==> config.mk <==
export PLATFORM = sky130hd
export DESIGN_NAME = gce_queue
export DESIGN_NICKNAME = d
export VERILOG_FILES = /design/src/design/gce_pkg.sv /design/src/design/gce_queue.sv
export SDC_FILE = /design/constraint.sdc
export NUM_CORES = 1
export LEC_CHECK = 0
export BUFFER_PORTS_ARGS = -buffer_cell sky130_fd_sc_hd__buf_2
export CORE_MARGIN = 2
export CORE_UTILIZATION = 45
export DETAILED_ROUTE_END_ITERATION = 10
export GPL_TIMING_DRIVEN = 0
export PLACE_DENSITY = 0.75
export RECOVER_POWER = 50
export SLEW_MARGIN = 20
export SYNTH_ARGS = -nofsm -noshare
export SYNTH_HDL_FRONTEND = slang
export SYNTH_SLANG_ARGS = --single-unit
==> constraint.sdc <==
create_clock -name clk -period 3.5 [get_ports clk]
set_clock_uncertainty 0.15 [all_clocks]
set_input_delay 0.35 -clock clk [delete_from_list [all_inputs] [get_ports clk]]
set_output_delay 0.35 -clock clk [all_outputs]
set_load 0.05 [all_outputs]
==> src/design/gce_pkg.sv <==
// Shared constants and types for the grid clearance erosion block.
package gce_pkg;

  localparam int GRID_W = 1024;
  localparam int GRID_H = 1024;
  localparam int COL_W  = 10;
  localparam int ROW_W  = 10;
  localparam int DIM_W  = 11;
  localparam int HALF_W = 5;
  localparam int ADDR_W = 5;
  localparam int DATA_W = 32;

  localparam logic [2:0] REG_WIDTH_IN_USE  = 3'd0;
  localparam logic [2:0] REG_HEIGHT_IN_USE = 3'd1;
  localparam logic [2:0] REG_HALF_WIDTH    = 3'd2;
  localparam logic [2:0] REG_HALF_HEIGHT   = 3'd3;
  localparam logic [2:0] REG_IS_FLYER      = 3'd4;
  localparam logic [2:0] REG_IS_FLYING     = 3'd5;

  localparam logic [1:0] CMD_LOAD  = 2'd0;
  localparam logic [1:0] CMD_SCAN  = 2'd1;
  localparam logic [1:0] CMD_FIXED = 2'd2;

  typedef struct packed {
    logic [DIM_W-1:0]  width_eff;
    logic [DIM_W-1:0]  height_eff;
    logic [HALF_W-1:0] half_width;
    logic [HALF_W-1:0] half_height;
    logic              is_flyer;
    logic              is_flying;
  } cfg_t;

  typedef struct packed {
    logic [1:0]       kind;
    logic [ROW_W-1:0] y0;
    logic [ROW_W-1:0] y1;
    logic [COL_W-1:0] x0;
    logic [COL_W-1:0] x1;
    logic             bit_val;
    logic             outside;
  } cmd_t;

endpackage

==> src/design/gce_queue.sv <==
// Two-entry command queue between front and back end.
module gce_queue (
  input  logic          clk,
  input  logic          rst_n,
  input  logic          push,
  input  gce_pkg::cmd_t push_cmd,
  input  logic          pop,
  output gce_pkg::cmd_t head,
  output logic          empty,
  output logic          full
);

  gce_pkg::cmd_t slot_r [2];
  logic          wr_ptr_r, rd_ptr_r;
  logic [1:0]    count_r;

  assign empty = (count_r == 2'd0);
  assign full  = (count_r == 2'd2);
  assign head  = slot_r[rd_ptr_r];

  always_ff @(posedge clk) begin
    if (push) begin
      slot_r[wr_ptr_r] <= push_cmd;
    end
  end

  always_ff @(posedge clk) begin
    if (!rst_n) begin
      wr_ptr_r <= 1'b0;
      rd_ptr_r <= 1'b0;
      count_r  <= 2'd0;
    end else begin
      if (push) begin
        wr_ptr_r <= ~wr_ptr_r;
      end
      if (pop) begin
        rd_ptr_r <= ~rd_ptr_r;
      end
      count_r <= count_r + 2'(push) - 2'(pop);
    end
  end

endmodule

; ---- Word level (Yosys, flattened, before mapping)
; Memory sizes are Yosys's and may differ from the RTL's. A register that Yosys moved wholly into a read port is not among the register bits.
; Index checks and enable logic that the tools add are counted.
[op_classes]
n_reduce_logical = 1
n_bitwise = 2
muxes = 4
add_sub_neg = 2
n_eq_ne = 1
[op_table]
columns = cell, n
row1 = two-way mux 1 bit, 4
row2 = adder 2 x 1 -> 2 bit, 1
row3 = "== test 2 bit, second input constant", 1
row4 = logical NOT 2 bit, 1
row5 = NOT 1 bit, 2
row6 = subtractor 2 x 1 -> 2 bit, 1
[totals]
word_cells = 14
register_bits = 4
input_bits = 48
n_memories = 1
output_inout_bits = 46
mem_bits_rw = 88
[memory_table]
columns = memory, depth, word_bits, rd, rd_ports_with_merged_regs, write_ports, line
row1 = slot_r, 2, 44, 1, 1, 1, gce_queue.sv:13  ; gce_pkg::cmd_t slot_r [2];

; ---- Longest topological paths before layout
[logic_depth]
word_depth = 3
ltp_mapped = 6

; ---- Worst setup path before layout
; OpenSTA, ideal clock, no wires.
[synth_path]
path_type = input-to-reg
from = input push
to = memory slot_r[0][0] (netlist name) (enable)
path_slack_ns = 0.557
setup_time_ns = 0.452
arrival_time_ns = 2.341
n_path_buf = 0
stages = 1
path_cell_list = nor2b_1
[synth_via]
elab_chain_len = 2
[synth_rtl]
columns = element, line
row1 = from (decl), gce_queue.sv:5  ; input logic push,
row2 = two-way mux 1 bit, gce_queue.sv:22  ; if (push) begin
row3 = two-way mux 1 bit (not written as such), gce_queue.sv:23  ; slot_r[wr_ptr_r] <= push_cmd;
row4 = to (decl), gce_queue.sv:13
; Every way passes these cells.

; ---- Worst setup path in the final report
[layout_path]
from = register wr_ptr_r
to = memory slot_r[0][34] (netlist name) (enable)
[layout_lines]
columns = element, line
row1 = from (decl), gce_queue.sv:14  ; logic wr_ptr_r, rd_ptr_r;
row2 = from (signal assigned), gce_queue.sv:34  ; wr_ptr_r <= ~wr_ptr_r;
; Straight into the memory's write port.

==> impl_metrics.tcl <==
set metrics [dict create \
    timing.setup.tns_ps 0 \
    yosysSeqAreaShare 0.761 \
    drt_wl_total_um 5440 \
    critPathCaptureType "flip-flop" \
    critPathLaunchType "flip-flop" \
    hpwl_um 3790 \
    cts_num_sinks 93 \
    nNetsFinal 314 \
    cts_tree "built" \
    final_cell_mix "edfxtp_1 (88), buf_2 (76), mux2_4 (40)" \
    setup_viol 0 \
    worstPathRequired_ps 3400 \
    postCtsHoldBufs 0 \
    p_leak_uw 0.00173 \
    synth_fa_ha_area_frac 0.00694 \
    start_util 0.466 \
    drtAntennaViolNets 0 \
    final_common_cell "edfxtp_1" \
    post-route-period-util 0.711 \
    status "finished, violations left" \
    antenna_found_initial 0 \
    arrival_ps 2390 \
    synth_compound_area_frac 0.00208 \
    fin_area_um2 4440 \
    ctsResizeCount 0 \
    clockRootBuffer "clkbuf_8" \
    grt_pass1_vias 1786 \
    syn_nets 208 \
    tightest_slew_ps 1880 \
    grt_max_degree 32 \
    drive_gt1_frac 0.528 \
    routedWlPerCell_um 14.7 \
    path_class "reg2reg" \
    cts.path.max_buffers 2 \
    vias 1724 \
    drv_slew 20 \
    syn_inst 158 \
    power-per-cell-area_nw_per_um2 579 \
    final_hold_viol_count 0 \
    drt-pass1-iter-count 3 \
    max-slew-margin-rel -0.256 \
    finalNonFillerCells 371 \
    ctsHtreeMaxLevel 3 \
    grt_overflow 0 \
    die_h_um 93.5 \
    drc 0 \
    cts_setup_buffers 0 \
    yosysWarnings 0 \
    rsz0062_at_grt "false" \
    die_width_um 93.5 \
    avgSynthCellArea_um2 22.8 \
    place_area_um2 4250 \
    fp-row-count 32 \
    synth_top_family_by_area "multiplexers" \
    timing.fmax_ghz 0.402 \
    maxCapViolCount 1 \
    die_area_um2 8740 \
    startpoint "wr_ptr_r" \
    grt.total_usage 0.133 \
    cts_made_buffers 9 \
    muxShareOfSynthArea 0.179 \
    synthSimpleGateAreaFrac 0.0149 \
    fillers 626 \
    io_buffers 93 \
    antenna-diode-count 0 \
    vdd_ir_drop_max_mv 0.310 \
    rr_startpoint "wr_ptr_r" \
    synth_cell_types 14 \
    syn_to_final_growth_pct 23.2 \
    min_period_ps 2490 \
    cp_max_fo 26 \
    finalCoreUtilization 0.575 \
    dp_cells 355 \
    r2r-end "slot_r[0][34]" \
    rrSetupSlack_ps 1010 \
    netlist_area_um2 3600 \
    ioPinCount 94 \
    endpoint "slot_r[0][34]" \
    hold_class "in2reg" \
    r2r_cells 2 \
    grt_pass1_wl_um 8560 \
    coreArea_um2 7730 \
    clk_pin_slew_ps 90 \
    synth_xor_area_frac 0.00868 \
    violations "max-capacitance violations, max-slew violations" \
    viasPerCell 4.65 \
    globalplace.congestion 0.624 \
    synth-seq-cells 93 \
    insertion_delay_ps 340 \
    drt-initial-drc-count 48 \
]
-- worst max-delay path, stage by stage, from the launching register on --
cell and delay, ps:
dfxtp_1 330, nor2b_1 1400, buf_12 290
-- stage by stage --
stage | total power [µW] | worst slack, ps | hold WS, ps
floorplan | 1720 | 557 | 299
CTS | 2600 | 1440 | 11.6
global route | 2670 | 753 | 12.6
finish | 2570 | 1010 | 28.2
global placement | 1820 | -632 | 388
detailed placement | 1840 | 1680 | 391
-- flip-flops by register name, summed over array words and instances, names as in the netlist, named ones only --
signal and cells:
rd_ptr_r 1, count_r 2, slot_r 88, wr_ptr_r 1
-- per-layer routing --
layer,share of wire,global-route usage
met1,0.42,0.155
met2,0.51,0.228
met3,0.053,0.0298
met4,0.017,0.0699
met5,0,0
-- synthesized netlist by cell type, drive strengths merged --
master | instances | area share
edfxtp | 88 | 0.73
nor2b | 4 | 0.0069
buf | 5 | 0.025
mux2 | 44 | 0.18
inv | 2 | 0.0021
xor2 | 1 | 0.0024
xnor3 | 1 | 0.0062
o21a | 1 | 0.0021
and2 | 4 | 0.0069
nor2 | 1 | 0.0010
dfxtp | 5 | 0.028
ha | 2 | 0.0069
-- power by group --
| part | internal [µW] | switching [µW] |
|---|---|---|
| Clock | 410 | 362 |
| Combinational | 179 | 320 |
| Sequential | 1280 | 17.7 |
-- how the worst min path moves through the flow --
| stage | cells past startpoint | from | endpoint | slack [ps] |
|---|---|---|---|---|
| final | 1 | push_cmd[37] | slot_r[0][37] | 30 |
| after global routing | 1 | push_cmd[41] | slot_r[1][41] | 10 |
| after CTS | 1 | push_cmd[37] | slot_r[0][37] | 10 |
| after detailed placement | 1 | push_cmd[37] | slot_r[0][37] | 390 |
| after global placement | 1 | push_cmd[19] | slot_r[0][19] | 390 |
| after floorplan | 0 | push_cmd[0] | slot_r[0][0] | 300 |
-- kinds of logic (layout without fill, tap and decap cells) --
group / Yosys count / count (layout)
and+or+nand+nor: 9 / 9
DFF: 93 / 93
adders and majority gates: 2 / 2
muxes: 44 / 44
buffers and inverters: 7 / 118
xor gates and xnor gates: 2 / 2
AOI/OAI and AO/OA: 1 / 1
-- final cells by class --
| cell class | instances | area (µm²) | area share |
|---|---|---|---|
| tap | 102 | 128 | 0.0287 |
| sequential | 93 | 2740 | 0.618 |
| timing repair buffer | 95 | 484 | 0.109 |
| inverter | 2 | 7.51 | 0.00169 |
| clock buffer | 10 | 128 | 0.0287 |
| clock inverter | 6 | 96.3 | 0.0217 |
| multi-input combinational | 58 | 763 | 0.172 |
| buffer | 5 | 91.3 | 0.0206 |
(Power assumes the default switching activity.)
