--- src/design/gce_pkg.sv ---
// Shared constants and types for the grid clearance erosion block.
package gce_pkg;

  localparam int GRID_W = 1024;
  localparam int GRID_H = 1024;
  localparam int COL_W  = 10;
  localparam int ROW_W  = 10;
  localparam int DIM_W  = 11;
  localparam int HALF_W = 5;
  localparam int ADDR_W = 5;
  localparam int DATA_W = 32;

  localparam logic [2:0] REG_WIDTH_IN_USE  = 3'd0;
  localparam logic [2:0] REG_HEIGHT_IN_USE = 3'd1;
  localparam logic [2:0] REG_HALF_WIDTH    = 3'd2;
  localparam logic [2:0] REG_HALF_HEIGHT   = 3'd3;
  localparam logic [2:0] REG_IS_FLYER      = 3'd4;
  localparam logic [2:0] REG_IS_FLYING     = 3'd5;

  localparam logic [1:0] CMD_LOAD  = 2'd0;
  localparam logic [1:0] CMD_SCAN  = 2'd1;
  localparam logic [1:0] CMD_FIXED = 2'd2;

  typedef struct packed {
    logic [DIM_W-1:0]  width_eff;
    logic [DIM_W-1:0]  height_eff;
    logic [HALF_W-1:0] half_width;
    logic [HALF_W-1:0] half_height;
    logic              is_flyer;
    logic              is_flying;
  } cfg_t;

  typedef struct packed {
    logic [1:0]       kind;
    logic [ROW_W-1:0] y0;
    logic [ROW_W-1:0] y1;
    logic [COL_W-1:0] x0;
    logic [COL_W-1:0] x1;
    logic             bit_val;
    logic             outside;
  } cmd_t;

endpackage

--- src/design/gce_front.sv ---
// Front end: classify each accepted item into a command for the back end.
module gce_front (
  input  logic                      accept,
  input  logic                      mode,
  input  logic [gce_pkg::COL_W-1:0] column,
  input  logic [gce_pkg::ROW_W-1:0] row,
  input  logic                      terrain_walkable,
  input  gce_pkg::cfg_t             cfg,
  output logic                      push,
  output gce_pkg::cmd_t             cmd
);

  logic                      in_grid;
  logic [gce_pkg::DIM_W-1:0] col_hi, row_hi;
  logic [gce_pkg::DIM_W-1:0] w_last, h_last;
  logic [gce_pkg::COL_W-1:0] x0, x1;
  logic [gce_pkg::ROW_W-1:0] y0, y1;

  assign in_grid = ({1'b0, column} < cfg.width_eff) && ({1'b0, row} < cfg.height_eff);
  assign col_hi = {1'b0, column} + gce_pkg::DIM_W'(cfg.half_width);
  assign row_hi = {1'b0, row} + gce_pkg::DIM_W'(cfg.half_height);
  assign w_last = cfg.width_eff - gce_pkg::DIM_W'(1);
  assign h_last = cfg.height_eff - gce_pkg::DIM_W'(1);

  always_comb begin
    x0 = (column > gce_pkg::COL_W'(cfg.half_width)) ?
         column - gce_pkg::COL_W'(cfg.half_width) : '0;
    y0 = (row > gce_pkg::ROW_W'(cfg.half_height)) ?
         row - gce_pkg::ROW_W'(cfg.half_height) : '0;
    x1 = (col_hi > w_last) ? w_last[gce_pkg::COL_W-1:0] : col_hi[gce_pkg::COL_W-1:0];
    y1 = (row_hi > h_last) ? h_last[gce_pkg::ROW_W-1:0] : row_hi[gce_pkg::ROW_W-1:0];
    if (cfg.is_flying) begin
      x0 = column;
      x1 = column;
      y0 = row;
      y1 = row;
    end
  end

  always_comb begin
    push        = 1'b0;
    cmd.kind    = gce_pkg::CMD_FIXED;
    cmd.y0      = row;
    cmd.y1      = y1;
    cmd.x0      = column;
    cmd.x1      = x1;
    cmd.bit_val = 1'b0;
    cmd.outside = 1'b0;
    if (accept) begin
      if (!mode) begin
        push        = in_grid;
        cmd.kind    = gce_pkg::CMD_LOAD;
        cmd.bit_val = terrain_walkable;
      end else if (!in_grid) begin
        push        = 1'b1;
        cmd.outside = 1'b1;
      end else if (cfg.is_flyer) begin
        push        = 1'b1;
        cmd.bit_val = 1'b1;
      end else begin
        push     = 1'b1;
        cmd.kind = gce_pkg::CMD_SCAN;
        cmd.y0   = y0;
        cmd.x0   = x0;
      end
    end
  end

endmodule

--- config.mk ---
export PLATFORM = sky130hd
export DESIGN_NAME = gce_front
export DESIGN_NICKNAME = d
export VERILOG_FILES = /design/src/design/gce_pkg.sv /design/src/design/gce_front.sv
export SDC_FILE = /design/constraint.sdc
export NUM_CORES = 1
export LEC_CHECK = 0
export ABC_AREA = 1
export BUFFER_PORTS_ARGS = -buffer_cell sky130_fd_sc_hd__buf_4
export CAP_MARGIN = 20
export CORE_ASPECT_RATIO = 2
export CORE_MARGIN = 2
export CORE_UTILIZATION = 35
export DETAILED_ROUTE_END_ITERATION = 10
export SETUP_SLACK_MARGIN = 0.02
export SYNTH_ARGS = -nofsm -noshare
export SYNTH_HDL_FRONTEND = slang
export SYNTH_SLANG_ARGS = --single-unit
--- constraint.sdc ---
create_clock -name vclk -period 2.6
set_clock_uncertainty 0.15 [all_clocks]
set_input_delay 0.13 -clock vclk [all_inputs]
set_output_delay 0.13 -clock vclk [all_outputs]
set_load 0.005 [all_outputs]
=== Yosys cells after proc, flatten, opt, wreduce, memory -nomap -nowiden ===
Cells that the tools add are included.

* Memories kept: 0
* Logic and storage cells: 38
* Bits in registers: 0
* ROM bits: 0
* Bits of input ports: 57
* Output and inout port bits: 45
* RAM bits: 0
* Latch bits: 0

* Equal/unequal tests: 0
* Bitwise operators: 0
* Div/mod/pow operators: 0
* Shift-type cells: 0
* Reduce and logical (&&, ||, !) cells: 1
* Multiplexer cells: 25
* $mul: 0
* Magnitude comparators: 6
* Add/sub/neg operators: 6

{| class="wikitable"
|+ Operator list
! operator !! number
|-
| 10-bit 2-to-1 mux || 13
|-
| 12-bit 2-to-1 mux || 3
|-
| 10-bit by 5-bit adder with 11-bit output || 2
|-
| 11-bit > comparator || 2
|-
| 10-bit by 11-bit < comparator with 1-bit output || 2
|-
| 11-bit by 1-bit subtractor with 11-bit output (second input constant) || 2
|-
| 10-bit by 5-bit > comparator with 1-bit output || 2
|-
| 10-bit by 5-bit subtractor with 10-bit output || 2
|-
| 1-bit 2-to-1 mux || 7
|-
| 2-bit 2-to-1 mux || 2
|-
| 1-bit logical AND || 1
|}

=== Logic depth before layout (Yosys ltp) ===
* Depth in word-level cells: 7
* Mapped depth: 22
* Depth with buffers taken out: 21

=== Least setup slack after synthesis ===
OpenSTA, ideal clock, no wires.

* Path type: input to output
* From: in column[0] in the netlist's numbering
* To: out cmd[11] in the netlist's numbering
* Cell stages on the path: 19
* Data arrival time: 2395 ps
* Buffers on the path: 0
* Slack: -75 ps
* Required time: 2320 ps
* Path through: ha_1 inv_1 fa_1 nand3b_1 nand2_1 nand2_1 nand2_1 xor2_1 inv_1 ha_1 a21oi_1 o21ai_0 nand2_1 nand3_1 nand2_1 clkinv_1 nand2_1 nand3_1 nand2_1

{| class="wikitable"
|+ RTL lines
! item !! RTL line !! RTL
|-
| start, declared || gce_front.sv:5 || <nowiki>input logic [gce_pkg::COL_W-1:0] column,</nowiki>
|-
| end, declared || gce_front.sv:10 || <nowiki>output gce_pkg::cmd_t cmd</nowiki>
|}

==> flow_metrics.env <==
export IMPL_holdCritStartpoint="accept"
export IMPL_drt_vias_per_instance=4.96
export IMPL_seq_area_frac_synth=0
export IMPL_rows=53
export IMPL_dieArea_um2=11500
export IMPL_slew_viol_final=0
export IMPL_setup_violations_final=20
export IMPL_fin_util=0.565
export IMPL_clock_fmax_mhz=321
export IMPL_clockPowerShare=0
export IMPL_synth_avg_cell_area_um2=5.39
export IMPL_n_antenna_cell=0
export IMPL_grt_usage=0.260
export IMPL_routedWlPerCell_um=14.8
export IMPL_yosysUniqueCellTypes=37
export IMPL_dr_pass1_iters=4
export IMPL_period_minus_slack_ns=3.12
export IMPL_ir_drop_mv=0.143
export IMPL_power_w=0.00133
export IMPL_post_dp_hpwl_mm=12.7
export IMPL_drv_cap=0
export IMPL_seqPwrFrac=0
export IMPL_ys_warn_count=0
export IMPL_place_worst_setup_slack_ns=-0.712
export IMPL_initial_utilization=0.356
export IMPL_crit_arrival_ns=2.84
export IMPL_worst_setup_path_type="primary input to output port"
export IMPL_worst_slack_ns=-0.520
export IMPL_grt_overflow_total=0
export IMPL_worst_pin_slew_ns=0.843
export IMPL_critical_path_startpoint="cfg[7]"
export IMPL_violations="negative setup slack"
export IMPL_synthToLayoutAreaGrowth_pct=58.7
export IMPL_critPathLaunchType="primary input"
export IMPL_status="finished, violations left"
export IMPL_cp_required_ns=2.32
export IMPL_fin_crit_sh=1.20
export IMPL_dr_first_iter_drc_count=164
export IMPL_synthCells=688
export IMPL_crit_fanout=3
export IMPL_clkbuf_count=0
export IMPL_holdBufCountCts=0
export IMPL_end_kind="output port"
export IMPL_die_w_um=76.8
export IMPL_wirelength_mm=15.3
export IMPL_fin_hold_ws_ns=0.381
export IMPL_relSlewSlack=0.437
export IMPL_nFlopsAndLatches=0
export IMPL_holdPathStages=3
export IMPL_antenna_left=0
export IMPL_seq_area_um2=0
export IMPL_ios=102
export IMPL_hold_violations=0
export IMPL_grt_pass1_wl_mm=23.8
export IMPL_route_detailed_drc=0
export IMPL_rsz0062_at_grt="true"
export IMPL_layout_common_cells="217 x nand2_1, 208 x buf_4, 110 x inv_1, 54 x ha_1, 47 x nor2_1"
export IMPL_power_density_nw_per_um2=225
export IMPL_netSwitchingFraction=0.526
export IMPL_grt_pass1_vias=5338
export IMPL_min_to="cmd[43]"
export IMPL_die_y_um=150
export IMPL_io_buffers=102
export IMPL_synth_area_um2=3710
export IMPL_drive_gt1_frac=0.362
export IMPL_place_gp_congestion=0.999
export IMPL_switching_power_w=0.000698
export IMPL_grt_max_degree=23
export IMPL_num_vias=5137
export IMPL_layout_commonest_cell="nand2_1"
export IMPL_p_leak_nw=3.46
export IMPL_p_comb_frac=1.000
export IMPL_core_um2=10400
export IMPL_p_int_w=0.000629
export IMPL_nets=1023
export IMPL_hp_class="primary input to output port"
export IMPL_grt_antenna_before_repair=0
export IMPL_synth_net_count=811
routing by layer:
metal | wire length [µm] | GRT usage | share of wire | up-vias
li1 | - | - | - | 2564
met1 | 4500 | 0.203 | 0.29 | 2332
met2 | 8780 | 0.561 | 0.57 | 164
met3 | 580 | 0.0121 | 0.038 | 77
met4 | 1480 | 0.205 | 0.096 | 0
met5 | 0 | 0 | 0 | -
timing repair:
action	CTS	global route
endpoints found under the setup margin	23	23
setup buffers	19	4
hold endpoints to repair	0	0
cloned	2	0
pin swaps	49	39
gates resized for setup	60	45
through the flow:
| step | setup TNS [ns] | instances | instance area, µm² |
|---|---|---|---|
| 6_report | -8.67 | 1035 | 5890 |
| 3_5_place_dp | -10.29 | 1012 | 5300 |
| 4_1_cts | -8.42 | 1032 | 5690 |
| 3_3_place_gp | -9.72 | 1012 | 5300 |
| 2_1_floorplan | 0 | 688 | 3730 |
| 5_1_grt | -11.73 | 1035 | 5890 |
area by class of cell:
cell class	count	area (µm²)
multi-input combinational	550	3480
fill	1098	4520
timing repair inverter	1	6.26
timing repair buffer	225	1760
tap	137	171
inverter	122	470
worst max-delay path by stage:
stage                          to
after floorplan            cmd[9]
after global placement     cmd[2]
after detailed placement   cmd[2]
after CTS                 cmd[10]
after global routing       cmd[9]
final                     cmd[10]
cell families (layout without fill, tap and decap cells):
kind of cell	after synthesis	after routing	synth area share
XOR/XNOR	33	33	0.0779
buffers and inverters	138	348	0.154
adder cells (fa/ha/maj)	66	66	0.231
AO/OA/AOI/OAI	50	50	0.0742
AND/OR/NAND/NOR	401	401	0.463
power by group through the flow:
stage	registers [W]	clock network (W)	logic [W]
floorplan	0	0	0.000591
global route	0	0	0.00146
CTS	0	0	0.00125
finish	0	0	0.00133
detailed placement	0	0	0.00113
global placement	0	0	0.00111
Yosys cell counts, drive strengths merged:
master  instances  area, µm²
nand2         258        986
nand3b          4       30.0
a31oi           1       6.26
xor2           31        272
clkbuf          6       42.5
xnor2           2       17.5
a21boi          1       11.3
buf            10       71.3
or2             2       12.5
clkinv          2       7.51
nand3          55        285
nor3b           1       7.51
and3            1       6.26
o211ai          2       15.0
nand4          17        106
nor3            6       30.0
ha             62        776
fa              4       80.1
a21oi          25        129
inv           120        450
o21a            2       15.0
o21ai          19       98.9
nor2           57        253
critical path, cell delays in order:
cell and delay [ns]:
buf_8 0.08, ha_4 0.13, inv_2 0.03, fa_2 0.33, nand3b_1 0.18, nand2_2 0.12
nand3b_1 0.09, o211ai_1 0.11, nand2_2 0.09, buf_4 0.14, buf_6 0.10, buf_4 0.12
buf_4 0.12, buf_4 0.12, buf_4 0.12, buf_4 0.12, buf_4 0.12, buf_4 0.12
buf_4 0.12, nand2_2 0.07, nand3_2 0.07, nand2_1 0.11, buf_6 0.09
Power figures use the tool's default switching activity.
