`config.mk`:
```
export PLATFORM = sky130hd
export DESIGN_NAME = gce_regs
export DESIGN_NICKNAME = d
export VERILOG_FILES = /design/src/design/gce_pkg.sv /design/src/design/gce_regs.sv
export SDC_FILE = /design/constraint.sdc
export NUM_CORES = 1
export LEC_CHECK = 0
export BUFFER_PORTS_ARGS = -buffer_cell sky130_fd_sc_hd__buf_2
export CORE_ASPECT_RATIO = 2
export CORE_MARGIN = 2
export CORE_UTILIZATION = 43
export CTS_CLUSTER_SIZE = 10
export DETAILED_ROUTE_END_ITERATION = 10
export GPL_TIMING_DRIVEN = 1
export PLACE_DENSITY = 0.83
export SYNTH_ARGS = -nofsm -noshare
export SYNTH_HDL_FRONTEND = slang
export SYNTH_SLANG_ARGS = --single-unit
```
`constraint.sdc`:
```
create_clock -name clk -period 1.37 [get_ports clk]
set_input_delay 0.137 -clock clk [delete_from_list [all_inputs] [get_ports clk]]
set_output_delay 0.137 -clock clk [all_outputs]
set_load 0.005 [all_outputs]
```
`src/design/gce_pkg.sv`:
```
// Shared constants and types for the grid clearance erosion block.
package gce_pkg;

  localparam int GRID_W = 1024;
  localparam int GRID_H = 1024;
  localparam int COL_W  = 10;
  localparam int ROW_W  = 10;
  localparam int DIM_W  = 11;
  localparam int HALF_W = 5;
  localparam int ADDR_W = 5;
  localparam int DATA_W = 32;

  localparam logic [2:0] REG_WIDTH_IN_USE  = 3'd0;
  localparam logic [2:0] REG_HEIGHT_IN_USE = 3'd1;
  localparam logic [2:0] REG_HALF_WIDTH    = 3'd2;
  localparam logic [2:0] REG_HALF_HEIGHT   = 3'd3;
  localparam logic [2:0] REG_IS_FLYER      = 3'd4;
  localparam logic [2:0] REG_IS_FLYING     = 3'd5;

  localparam logic [1:0] CMD_LOAD  = 2'd0;
  localparam logic [1:0] CMD_SCAN  = 2'd1;
  localparam logic [1:0] CMD_FIXED = 2'd2;

  typedef struct packed {
    logic [DIM_W-1:0]  width_eff;
    logic [DIM_W-1:0]  height_eff;
    logic [HALF_W-1:0] half_width;
    logic [HALF_W-1:0] half_height;
    logic              is_flyer;
    logic              is_flying;
  } cfg_t;

  typedef struct packed {
    logic [1:0]       kind;
    logic [ROW_W-1:0] y0;
    logic [ROW_W-1:0] y1;
    logic [COL_W-1:0] x0;
    logic [COL_W-1:0] x1;
    logic             bit_val;
    logic             outside;
  } cmd_t;

endpackage

```
`src/design/gce_regs.sv`:
```
// Configuration registers behind the APB-style port.
module gce_regs (
  input  logic                       clk,
  input  logic                       rst_n,
  input  logic                       psel,
  input  logic                       penable,
  input  logic                       pwrite,
  input  logic [gce_pkg::ADDR_W-1:0] paddr,
  input  logic [gce_pkg::DATA_W-1:0] pwdata,
  output logic [gce_pkg::DATA_W-1:0] prdata,
  output logic                       pready,
  output gce_pkg::cfg_t              cfg
);

  logic [gce_pkg::DIM_W-1:0]  width_r, height_r;
  logic [gce_pkg::HALF_W-1:0] half_w_r, half_h_r;
  logic                       flyer_r, flying_r;
  logic [2:0]                 idx;
  logic                       wr_en;

  assign idx    = paddr[4:2];
  assign wr_en  = psel & penable & pwrite;
  assign pready = 1'b1;

  always_ff @(posedge clk) begin
    if (!rst_n) begin
      width_r  <= gce_pkg::DIM_W'(gce_pkg::GRID_W);
      height_r <= gce_pkg::DIM_W'(gce_pkg::GRID_H);
      half_w_r <= gce_pkg::HALF_W'(1);
      half_h_r <= gce_pkg::HALF_W'(1);
      flyer_r  <= 1'b0;
      flying_r <= 1'b0;
    end else if (wr_en) begin
      case (idx)
        gce_pkg::REG_WIDTH_IN_USE:  width_r  <= pwdata[gce_pkg::DIM_W-1:0];
        gce_pkg::REG_HEIGHT_IN_USE: height_r <= pwdata[gce_pkg::DIM_W-1:0];
        gce_pkg::REG_HALF_WIDTH:    half_w_r <= pwdata[gce_pkg::HALF_W-1:0];
        gce_pkg::REG_HALF_HEIGHT:   half_h_r <= pwdata[gce_pkg::HALF_W-1:0];
        gce_pkg::REG_IS_FLYER:      flyer_r  <= pwdata[0];
        gce_pkg::REG_IS_FLYING:     flying_r <= pwdata[0];
        default: ;
      endcase
    end
  end

  always_comb begin
    case (idx)
      gce_pkg::REG_WIDTH_IN_USE:  prdata = gce_pkg::DATA_W'(width_r);
      gce_pkg::REG_HEIGHT_IN_USE: prdata = gce_pkg::DATA_W'(height_r);
      gce_pkg::REG_HALF_WIDTH:    prdata = gce_pkg::DATA_W'(half_w_r);
      gce_pkg::REG_HALF_HEIGHT:   prdata = gce_pkg::DATA_W'(half_h_r);
      gce_pkg::REG_IS_FLYER:      prdata = gce_pkg::DATA_W'(flyer_r);
      gce_pkg::REG_IS_FLYING:     prdata = gce_pkg::DATA_W'(flying_r);
      default:                    prdata = '0;
    endcase
  end

  always_comb begin
    cfg.width_eff   = (width_r > gce_pkg::DIM_W'(gce_pkg::GRID_W)) ?
                      gce_pkg::DIM_W'(gce_pkg::GRID_W) : width_r;
    cfg.height_eff  = (height_r > gce_pkg::DIM_W'(gce_pkg::GRID_H)) ?
                      gce_pkg::DIM_W'(gce_pkg::GRID_H) : height_r;
    cfg.half_width  = half_w_r;
    cfg.half_height = half_h_r;
    cfg.is_flyer    = flyer_r;
    cfg.is_flying   = flying_r;
  end

endmodule

```
After elaboration in Yosys (flattened, before gate mapping)
Cells that the tools add are included.

Register bits after elaboration: 34. Bits in latches: 0. Memory bits (writable): 0. Memory bits (read-only): 0. Output and inout bits: 67. Logic and storage cells: 25. Memories: 0.

$add $sub $neg: 0. Multiply operators: 0. Divide/modulo/power cells: 0. Magnitude comparators: 2. Equality and inequality tests: 5. Shifts and indexed selects: 0. Muxes and demuxes: 3. Bitwise gates (word level): 2. Reduce and logical (&&, ||, !) cells: 7.

Operators by type and width (number): $pmux W11 S6 (1); $gt A11 B11 Y1 const B (2); $mux W11 (2); $reduce_and A2 Y1 (6); $eq A3 B2 Y1 const B (2); $eq A3 B3 Y1 const B (2); $eq A3 B1 Y1 const B (1); $logic_not A3 Y1 (1); $and A1 B1 Y1 (2).

Depth between registers and ports, before layout
Depth in word-level cells: 3. Mapped depth: 5. Mapped depth without buffers: 3.

Worst setup path after synthesis
No wires, ideal clock.

Path type: input -> register. Start point: input port paddr[4] (netlist name). End point: register width_r[1] (netlist name). Setup time: 0.120 ns. Data arrival time: 1.033 ns. Data required time: 1.250 ns. Slack: 0.217 ns. Cell stages on the path: 5. Path buffers: 2. Cell sequence: buf_6 -> nand4b_4 -> or3_4 -> buf_6 -> mux2i_1.

Longest elaborated chain between the ends: 2.

RTL lines: start, declared (RTL line gce_regs.sv:8) `input logic [gce_pkg::ADDR_W-1:0] paddr,`; $logic_not A3 Y1 (RTL line gce_regs.sv:34) `case (idx)`; $reduce_and A2 Y1 (no line); end signal, assigned (RTL line gce_regs.sv:27) `width_r <= gce_pkg::DIM_W'(gce_pkg::GRID_W);`; end signal, assigned (RTL line gce_regs.sv:35) `gce_pkg::REG_WIDTH_IN_USE: width_r <= pwdata[gce_pkg::DIM_W-1:0];`; end, declared (RTL line gce_regs.sv:15) `logic [gce_pkg::DIM_W-1:0] width_r, height_r;`.

No other way between the ends. A chain may end at the register's enable or synchronous reset.

Worst setup path in the final report
Start point: register flying_r. End point: output port prdata[0] (netlist name).

Longest elaborated chain between the ends: 1.

RTL lines: start, declared (RTL line gce_regs.sv:17) `logic flyer_r, flying_r;`; start signal, assigned (RTL line gce_regs.sv:40) `gce_pkg::REG_IS_FLYING: flying_r <= pwdata[0];`; $pmux W11 S6 (RTL line gce_regs.sv:47) `case (idx)`; end, declared (RTL line gce_regs.sv:10) `output logic [gce_pkg::DATA_W-1:0] prdata,`.

No other way between the ends.

==> flow_metrics.tcl <==
set metrics [dict create \
    ys.flop_type "dfxtp_1" \
    grt_max_degree 16 \
    dpl-instance-area_um2 2250 \
    failed_checks "setup timing" \
    path_cells "mux4_2 > mux2_2 > buf_2" \
    synth_seq_cells 34 \
    fin_tns_setup_ns -0.634 \
    grt_setup_unrepaired "true" \
    ctsLongestPathBuffers 2 \
    max_cap_viol_count 0 \
    drtIter0Drc 22 \
    powerDensity_nw_per_um2 854 \
    setup_violations 5 \
    top_level_ports 109 \
    leakage_nw 1.31 \
    hpwl_um 3460 \
    drive_above_1_share 0.432 \
    startpoint_type "register" \
    num_rows 34 \
    max_stage_delay_ns 0.45 \
    final_cell_area_um2 2460 \
    r2r-start "width_r[10]" \
    ctsRootBufferMaster "clkbuf_8" \
    min-delay-start "pwdata[8]" \
    holdPathStages 3 \
    mostFrequentLayoutCell "buf_2" \
    synthesis.area_um2 1940 \
    cts_buffers 5 \
    grt.total_usage 0.187 \
    synth_area_leader_cell "dfxtp_1" \
    grt_remaining_overflow 0 \
    status "finished with violations" \
    vdd_ir_drop_max_mv 0.778 \
    initial_core_util 0.446 \
    coreArea_um2 4340 \
    vias 1641 \
    total_power_mw 2.10 \
    die_w_um 51.4 \
    final_cell_mix "buf_2, nand2_1, mux2i_1" \
    grt_pass1_wl_um 7150 \
    min_period_ns 1.59 \
    async_flop_share 0 \
    hold_viol 0 \
    rr_worst_depth 3 \
    synth_area_leaders "dfxtp_1, mux2i_1, buf_4, nor2b_1, nand2_1" \
    numClockSinks 34 \
    cts.reportedPaths.clkPinSlew_ns 0.08 \
    max_freq_ghz 0.629 \
    clk_latency_ns 0.29 \
    die_h_um 98.9 \
    synth_edf_count 0 \
    synthCells 209 \
    antenna_found_initial 0 \
    final_nets 326 \
    startpoint "flying_r" \
    ctsHoldBuffers 0 \
    cp-end-kind "primary output" \
    wirelength_um 4540 \
    cp_slowest_cell "mux4_2" \
    setup_slack_ns -0.220 \
    crit_fanout 2 \
    drc 0 \
    slew_violations 0 \
    die_area_um2 5090 \
    ant_nets 0 \
    port_buffers 63 \
    grt_pass1_vias 1580 \
    htree_levels 2 \
    yosysUniqueCellTypes 27 \
    required_ns 1.23 \
    avgSynthCellArea_um2 9.26 \
    synth.top_cell.area_share 0.352 \
    place_congestion 0.868 \
    crit_arrival_ns 1.45 \
    wire_per_inst_um 13.4 \
    firstDrtPassIters 4 \
    finClkSkew_ns 0 \
    fin_crit_sh 1.16 \
    synth_warnings 0 \
    dp_slack_ns 0.0445 \
    ys_seq_area_frac 0.352 \
    crit_type "register to primary output" \
    antenna_cells 0 \
    rr_endpoint "width_r[10]" \
    min_path_type "input pin to register" \
    tritoncts "built" \
    crit_end "prdata[0]" \
    r2r_slack_ns 0.50 \
    syn_to_final_growth_pct 27.3 \
    vias_per_cell 4.84 \
]
state kept, by name, summed over array words and instances, names as in the netlist:
name      cells
flying_r      1
width_r      11
half_w_r      5
flyer_r       1
height_r     11
half_h_r      5
cell type report:
cell class | instances | area (µm²)
clock inverters | 3 | 40.0
well taps | 54 | 67.6
clock buffers | 5 | 68.8
flip-flops and latches | 34 | 702
fillers | 410 | 1880
inverters | 1 | 3.75
repair buffers | 88 | 515
multi-input cells | 154 | 1070
worst min-delay path by stage:
stage | slack, ns | end
2_1_floorplan | 0.30 | height_r[5]
3_3_place_gp | 0.41 | width_r[8]
3_5_place_dp | 0.41 | width_r[7]
4_1_cts | 0.11 | width_r[7]
5_1_grt | 0.13 | height_r[8]
6_report | 0.11 | width_r[8]
power by group:
group	switching [mW]	internal [mW]	leakage [nW]
registers	0.00604	0.996	0.282
logic	0.109	0.0815	0.974
clock network	0.376	0.535	0.0579
cell families (layout without fill, tap and decap cells):
family / Yosys count / in the layout / synth area share
buffers and inverters: 41 / 97 / 0.136
other: 2 / 22 / 0.00388
flip-flops: 34 / 34 / 0.352
multiplexers: 43 / 43 / 0.255
AO/OA/AOI/OAI: 8 / 8 / 0.0310
AND/OR/NAND/NOR: 81 / 81 / 0.222
timing repair:
| item | in CTS | in global routing |
|---|---|---|
| setup endpoints to repair | 5 | 10 |
| resized for setup | 13 | 4 |
| setup buffers | 10 | 1 |
synthesized netlist by cell type, drive strengths merged (2+ instances only):
cell    count
nand2b      2
conb        2
nor2b      24
nand2      38
o31ai       2
mux4        5
mux2i      37
buf        30
nor2        7
and2b       3
dfxtp      34
clkbuf     10
o211ai      3
layer usage:
metal	global-route usage	vias up	wire length [µm]
met5	0	-	0
met1	0.196	767	1670
met3	0.0318	8	248
li1	-	800	-
met4	0.0891	0	121
met2	0.341	66	2500
metrics by stage:
stage	std cells	hold WS, ns	util
CTS	338	0.106	0.565
floorplan	229	0.298	-
global route	339	0.132	0.568
detailed placement	320	0.412	0.519
finish	339	0.108	0.568
global placement	320	0.407	0.519
worst max-delay path, delay by kind of cell, from the launching register on:
family | cells | cell delay (ns)
buf+inv | 1 | 0.12
flops | 1 | 0.32
mux | 2 | 0.71
Power figures use the tool's default switching activity.
